[src/rtl/bgu_pkg.sv]
// Shared constants, types and codes of the bilinear grid upsampler.
package bgu_pkg;

  localparam int MAX_GRID_SIDE = 32;
  localparam int GRID_DEPTH    = MAX_GRID_SIDE * MAX_GRID_SIDE;
  localparam int GRID_AW       = $clog2(GRID_DEPTH);
  localparam int IDX_W         = $clog2(MAX_GRID_SIDE);
  localparam int MAX_HALF_SPAN = (MAX_GRID_SIDE - 1) / 2;

  localparam int HALF_W  = 4;
  localparam int CELL_W  = 8;
  localparam int GPOS_W  = 5;
  localparam int VAL_W   = 32;
  localparam int PIX_W   = 13;
  localparam int WGT_W   = 2 * CELL_W;
  localparam int ACC_W   = 48;
  localparam int CFG_AW  = 2;

  localparam int DIV_NUM_W  = ACC_W;
  localparam int DIV_DEN_W  = WGT_W;
  localparam int DIV_STEP_W = $clog2(DIV_NUM_W + 1);

  localparam logic [CFG_AW-1:0] CFG_HALF_SPAN   = 2'd0;
  localparam logic [CFG_AW-1:0] CFG_CELL_WIDTH  = 2'd1;
  localparam logic [CFG_AW-1:0] CFG_CELL_HEIGHT = 2'd2;

  localparam logic [HALF_W-1:0] RST_HALF_SPAN = 4'd10;
  localparam logic [CELL_W-1:0] RST_CELL_SIZE = 8'd32;

  localparam logic OP_LOAD   = 1'b0;
  localparam logic OP_SAMPLE = 1'b1;

  localparam logic ST_OK    = 1'b0;
  localparam logic ST_RANGE = 1'b1;

  localparam logic [2:0] MAC_LAST = 3'd6;

  typedef enum logic [2:0] {
    S_IDLE,
    S_DIV_ROW,
    S_DIV_COL,
    S_MAC,
    S_DIV_ACC,
    S_OUT
  } bgu_state_e;

  typedef struct packed {
    logic                  start;
    logic [DIV_NUM_W-1:0]  dividend;
    logic [DIV_DEN_W-1:0]  divisor;
    logic [DIV_STEP_W-1:0] steps;
  } div_req_t;

  typedef struct packed {
    logic                 done;
    logic [DIV_NUM_W-1:0] quot;
    logic [DIV_DEN_W-1:0] rem;
  } div_rsp_t;

endpackage

[src/rtl/bgu_div.sv]
// Restoring divider, one quotient bit per cycle, dividend aligned to the top.
module bgu_div (
  input  logic              clk_i,
  input  logic              rst_ni,
  input  bgu_pkg::div_req_t req_i,
  output bgu_pkg::div_rsp_t rsp_o
);
  import bgu_pkg::*;

  logic                  busy_q, busy_d;
  logic                  done_q, done_d;
  logic [DIV_STEP_W-1:0] cnt_q, cnt_d;
  logic [DIV_NUM_W-1:0]  num_q, num_d;
  logic [DIV_DEN_W-1:0]  rem_q, rem_d;
  logic [DIV_DEN_W-1:0]  den_q, den_d;
  logic [DIV_DEN_W:0]    trial;
  logic                  ge;

  assign trial = {rem_q, num_q[DIV_NUM_W-1]};
  assign ge    = trial >= {1'b0, den_q};

  always_comb begin
    busy_d = busy_q;
    done_d = 1'b0;
    cnt_d  = cnt_q;
    num_d  = num_q;
    rem_d  = rem_q;
    den_d  = den_q;
    if (req_i.start) begin
      busy_d = 1'b1;
      cnt_d  = req_i.steps;
      num_d  = req_i.dividend;
      rem_d  = '0;
      den_d  = req_i.divisor;
    end else if (busy_q) begin
      num_d = {num_q[DIV_NUM_W-2:0], ge};
      rem_d = ge ? DIV_DEN_W'(trial - {1'b0, den_q}) : trial[DIV_DEN_W-1:0];
      cnt_d = cnt_q - 1'b1;
      if (cnt_q == DIV_STEP_W'(1)) begin
        busy_d = 1'b0;
        done_d = 1'b1;
      end
    end
  end

  always_ff @(posedge clk_i or negedge rst_ni) begin
    if (!rst_ni) begin
      busy_q <= 1'b0;
      done_q <= 1'b0;
      cnt_q  <= '0;
    end else begin
      busy_q <= busy_d;
      done_q <= done_d;
      cnt_q  <= cnt_d;
    end
  end

  always_ff @(posedge clk_i) begin
    num_q <= num_d;
    rem_q <= rem_d;
    den_q <= den_d;
  end

  assign rsp_o.done = done_q;
  assign rsp_o.quot = num_q;
  assign rsp_o.rem  = rem_q;

endmodule

[config.mk]
export PLATFORM = sky130hd
export DESIGN_NAME = bgu_div
export DESIGN_NICKNAME = d
export VERILOG_FILES = /design/src/rtl/bgu_pkg.sv /design/src/rtl/bgu_div.sv
export SDC_FILE = /design/constraint.sdc
export NUM_CORES = 1
export LEC_CHECK = 0
export ABC_AREA = 1
export ABC_CLOCK_PERIOD_IN_PS = 4000
export BUFFER_PORTS_ARGS = -buffer_cell sky130_fd_sc_hd__buf_4
export CAP_MARGIN = 20
export CORE_ASPECT_RATIO = 1.1
export CORE_MARGIN = 4
export CORE_UTILIZATION = 45
export DETAILED_ROUTE_END_ITERATION = 12
export PLACE_DENSITY = 0.69
export SLEW_MARGIN = 20
export SYNTH_ARGS = -nofsm -noshare
export SYNTH_HDL_FRONTEND = slang
export SYNTH_SLANG_ARGS = --single-unit
[constraint.sdc]
create_clock -name clk_i -period 4 [get_ports clk_i]
set_input_delay 0.8 -clock clk_i [delete_from_list [all_inputs] [get_ports clk_i]]
set_output_delay 0.8 -clock clk_i [all_outputs]
set_load 0.005 [all_outputs]
Word level (Yosys, flattened, before mapping)
Index checks and enable logic that the tools add are counted.

storage, ports and cells
  logic and storage cells = 22
  register bits = 88
  output and inout port bits = 65

cells by class
  add/sub/neg operators = 2
  magnitude comparators = 1
  muxes and demuxes = 11
  reductions and logical operators = 1
  equal/unequal tests = 1

operators with widths
  operator               count
  $mux W48               2
  $ge A17 B16 Y1         1
  $mux W16               1
  $sub A16 B16 Y16       1
  $mux W6                2
  $eq A6 B1 Y1 const B   1
  $mux W1                6
  $sub A6 B1 Y6 const B  1
  $reduce_bool A2 Y1     1

Depth between registers and ports, before layout
  depth in word-level cells = 4
  gate-level depth with buffers = 15

Least setup slack after synthesis
Ideal clock, no wire load.

  path type = input to register
  from = in req_i[70] in the netlist's numbering
  to = reg num_q[0] (enable)
  slack = 1.666 ns
  path buffers = 2
  library setup time = 0.387 ns
  stages = 4
  data arrival time = 1.947 ns
  required time = 3.613 ns
  cell sequence = clkbuf_1 nor2_1 inv_1 buf_2

between the ends
  cells in the longest elaborated chain, start to end = 1

ends and longest elaborated chain
  element                       RTL line       RTL
  from (decl)                   bgu_div.sv:5   input bgu_pkg::div_req_t req_i,
  $reduce_bool A2 Y1 (no line)  n/a
  to (signal assigned)          bgu_div.sv:59  num_q <= num_d;
  to (decl)                     bgu_div.sv:13  logic [DIV_NUM_W-1:0] num_q, num_d;

No other way between the ends.
A chain may end at the register's enable or synchronous reset.

Final worst setup path
  from = in req_i[70] in the netlist's numbering
  to = reg num_q[0] (data pin)

between the ends
  cells in the longest elaborated chain, start to end = 1

ends and longest elaborated chain
  element             RTL line       RTL
  $mux W48            bgu_div.sv:29  if (req_i.start) begin
  named net num_d[0]  bgu_div.sv:13

The timed path passes the listed nets, and every way through them passes these cells.

==> qor.tcl <==
set qor(outcome) {completed}
set qor(cts.sink_count) 88
set qor(all_layer_global_routing_usage_pct) 20.4
set qor(ys.flop_type) {sky130_fd_sc_hd__edfxtp_1}
set qor(timing.final.crit_share_pct) 56.5
set qor(postSynthNetCount) 692
set qor(floorplan.io_pins) 138
set qor(cts_setup_buffers) 0
set qor(clock_path_buffers) 2
set qor(postLayoutSetupSlackWorst_ns) 1.74
set qor(power.density_nw_per_um2) 589
set qor(fin_tns_setup_ns) 0
set qor(transition_at_the_pin_with_the_smallest_max_transition_slack_ns) 0.953
set qor(placement.io_buffers) 137
set qor(syn_avg_cell_area_um2) 8.15
set qor(yosys_register_bits) 88
set qor(layout-drive-gt1-share_pct) 24.7
set qor(worst_skew_pair.late_latency_ns) 0.34
set qor(synth_edf_count) 64
set qor(via_count) 4305
set qor(critical_path_required_ns) 4.06
set qor(area_enclosed_by_the_die_boundary_um2) 12600
set qor(remaining_routing_drc_violations) 0
set qor(clock_pin_transition_on_the_worst_setup_and_hold_timing_paths_ns) 0.06
set qor(path_class) {primary input to flip-flop}
set qor(instances_no_fill) 879
set qor(floorplan.core_area_um2) 10500
set qor(initialDrtViolationCount) 250
set qor(cts_htree_levels) 3
set qor(ir_worst_vdd_mv) 0.219
set qor(vias_per_cell) 4.90
set qor(netlist_top_cells_area) {sky130_fd_sc_hd__edfxtp_1, sky130_fd_sc_hd__nand2_1, sky130_fd_sc_hd__dfxtp_1}
set qor(worst_setup_path_start_kind) {primary input}
set qor(grt_setup_unrepaired) {false}
set qor(global_route_wire_length_before_repair_um) 20600
set qor(gp_routability_congestion) 0.885
set qor(postSynth.asyncResetShare_pct) 9.09
set qor(postLayoutCoreUtil_pct) 60.1
set qor(place.detailed.hpwl_um) 9470
set qor(cts_tree) {built}
set qor(finalSetupViolations) 0
set qor(finalClockSkew_ns) 0.00534
set qor(synth_seq_area_share_pct) 49.9
set qor(cell_internal_power_uw) 2300
set qor(fraction_of_power_consumed_by_combinational_cells_pct) 42.1
set qor(initial_utilization_pct) 46.6
set qor(postSynthCellCount) 600
set qor(power.net_switching_uw) 1410
set qor(via_count_of_the_first_global_routing_pass) 4313
set qor(die_width_um) 107
set qor(cts-root-buf) {sky130_fd_sc_hd__clkbuf_16}
set qor(total_power_uw) 3710
set qor(drt.antenna.violating_nets) 0
set qor(cts_resized) 0
set qor(area_growth_pct) 28.9
set qor(timing.fmax_ghz) 0.442
set qor(synthDistinctLibCells) 38
set qor(wl_per_cell_um) 14.3
set qor(leakage_uw) 0.00328
set qor(yosys.area.top_type) {sky130_fd_sc_hd__edfxtp_1}
set qor(grt_max_degree) 72
set qor(total_routed_length_um) 12500
set qor(p_seq_share_pct) 35.2
set qor(drt_first_pass_iters) 5
set qor(row_cnt) 39
set qor(worstSetupEndpointType) {flip-flop}
set qor(timing.slew.headroom_pct) 36.2
set qor(critPathMaxFanout) 71
set qor(n_antenna_cell) 0
set qor(cts_hold_buf) 0
set qor(detailedPlace.worstSlack_ns) 1.38
set qor(final-max-slew-violation-count) 0
set qor(switching_share_pct) 38.1
set qor(finalWorstPathRequiredPeriod_ns) 2.26
set qor(overflow) 0
set qor(worst_ep_arrival_time_ns) 2.32
set qor(cts_buffers) 9
set qor(syn-cell-area_um2) 4890
set qor(maxCapViolations) 0
set qor(die_height_um) 117
set qor(final_count_of_hold_timing_violations) 0
set qor(dpl.cell_count) 863
set qor(area_share_of_the_leading_cell_type_in_the_synthesized_netlist_pct) 39.3
set qor(number_of_antenna_violations_at_the_first_check_in_global_routing) 0
set qor(power_frac_clock_pct) 22.7
set qor(hold_path_class) {primary input to async pin}
set qor(design.final.nets) 823
set qor(synth.yosys.warnings) 0
sequential cells by signal, summed over array words and instances, names as in the netlist:
| signal | cells |
|---|---|
| done_q | 1 |
| rem_q | 16 |
| num_q | 48 |
| den_q | 16 |
| cnt_q | 6 |
| busy_q | 1 |
cells in the final DEF (no fill, tap or decap), types with 2 or more instances in the layout:
cell type and count:
sky130_fd_sc_hd__nand2_1 267, sky130_fd_sc_hd__buf_4 138, sky130_fd_sc_hd__inv_1 75, sky130_fd_sc_hd__edfxtp_1 64
sky130_fd_sc_hd__nand3_1 39, sky130_fd_sc_hd__nor2_1 19, sky130_fd_sc_hd__ha_1 18, sky130_fd_sc_hd__dfxtp_1 16
sky130_fd_sc_hd__clkbuf_16 9, sky130_fd_sc_hd__nand2_2 8, sky130_fd_sc_hd__dfrtp_1 8, sky130_fd_sc_hd__o21ai_1 6
sky130_fd_sc_hd__xnor2_1 6, sky130_fd_sc_hd__a21oi_1 6, sky130_fd_sc_hd__nand3_2 5, sky130_fd_sc_hd__nand4_1 5
sky130_fd_sc_hd__o211ai_1 5, sky130_fd_sc_hd__inv_2 4, sky130_fd_sc_hd__nand3b_1 4, sky130_fd_sc_hd__xor2_1 4
sky130_fd_sc_hd__o21ai_0 4, sky130_fd_sc_hd__nor2_2 3, sky130_fd_sc_hd__clkinv_2 3, sky130_fd_sc_hd__a21oi_4 2
sky130_fd_sc_hd__o21a_1 2, sky130_fd_sc_hd__nor3_1 2, sky130_fd_sc_hd__clkinv_4 2
final timing paths:
path                                              from                endpoint  slack (ns)  cells past startpoint
worst min-delay path                            rst_ni        done_q$_DFF_PN0_        0.27                      1
max in group asynchronous                       rst_ni    cnt_q[3]$_DFFE_PN0P_        3.61                      1
worst min register to register  rem_q[15]$_SDFFE_PP0P_  rem_q[15]$_SDFFE_PP0P_        0.49                      2
min in group clk_i              rem_q[15]$_SDFFE_PP0P_  rem_q[15]$_SDFFE_PP0P_        0.49                      2
worst max-delay path                         req_i[70]      num_q[0]$_DFFE_PP_        1.74                      5
worst max register to register     num_q[47]$_DFFE_PP_  rem_q[14]$_SDFFE_PP0P_        1.82                     11
metrics by stage:
stage | hold WS [ns] | area, µm²
floorplan | 0.472 | 4890
global placement | 0.489 | 6010
detailed placement | 0.486 | 6010
CTS | 0.255 | 6310
global route | 0.251 | 6310
finish | 0.266 | 6310
final cells by class:
type	instances	area [µm²]
fill	974	4190
sequential	88	2440
multi-input combinational	414	2050
timing repair buffer	138	1040
inverter	80	303
clock buffer	9	225
tap	143	179
clock inverter	7	71.3
per-layer routing:
layer  track usage [%]  vias to the layer above  wire [µm]
met3              7.14                       17       1160
met1              26.6                     1966       5350
met2              31.7                      162       5780
met5                 0                        -          0
met4              6.95                        0        239
li1                  -                     2160          -
logic make-up (layout without fill, tap and decap cells):
family	after synthesis	in the layout	synth area share [%]
AND/OR/NAND/NOR	357	357	31.2
buffers and inverters	98	234	8.18
flip-flops	88	88	49.9
AO/OA/AOI/OAI	28	28	3.86
adder cells (fa/ha/maj)	19	19	5.01
XOR/XNOR	10	10	1.79
critical path, stage by stage:
cell and delay, ns:
sky130_fd_sc_hd__buf_4 0.09, sky130_fd_sc_hd__buf_4 0.57, sky130_fd_sc_hd__inv_2 0.53, sky130_fd_sc_hd__nor2_1 0.22, sky130_fd_sc_hd__a31oi_1 0.06
power by group through the flow:
| stage | logic [µW] | clock network [µW] | registers, µW |
|---|---|---|---|
| floorplan | 1090 | 0 | 1280 |
| global placement | 1540 | 0 | 1320 |
| detailed placement | 1560 | 0 | 1320 |
| CTS | 1570 | 864 | 1310 |
| global route | 1770 | 904 | 1320 |
| finish | 1560 | 842 | 1310 |
synth_stat cells (3+ instances only):
cell                       number
sky130_fd_sc_hd__ha_1          18
sky130_fd_sc_hd__inv_1         76
sky130_fd_sc_hd__o211ai_1       5
sky130_fd_sc_hd__nand3_1       39
sky130_fd_sc_hd__xnor2_1        6
sky130_fd_sc_hd__nand3b_1       4
sky130_fd_sc_hd__inv_2          4
sky130_fd_sc_hd__a21oi_1        6
sky130_fd_sc_hd__nand2_2        8
sky130_fd_sc_hd__nand4_1        5
sky130_fd_sc_hd__clkbuf_1      10
sky130_fd_sc_hd__o21ai_1        6
sky130_fd_sc_hd__nand3_2        5
sky130_fd_sc_hd__nor2_2         3
sky130_fd_sc_hd__dfrtp_1        8
sky130_fd_sc_hd__xor2_1         4
sky130_fd_sc_hd__nand2_1      267
sky130_fd_sc_hd__dfxtp_1       16
sky130_fd_sc_hd__nor2_1        19
sky130_fd_sc_hd__edfxtp_1      64
sky130_fd_sc_hd__o21ai_0        4
(Power assumes the default switching activity.)
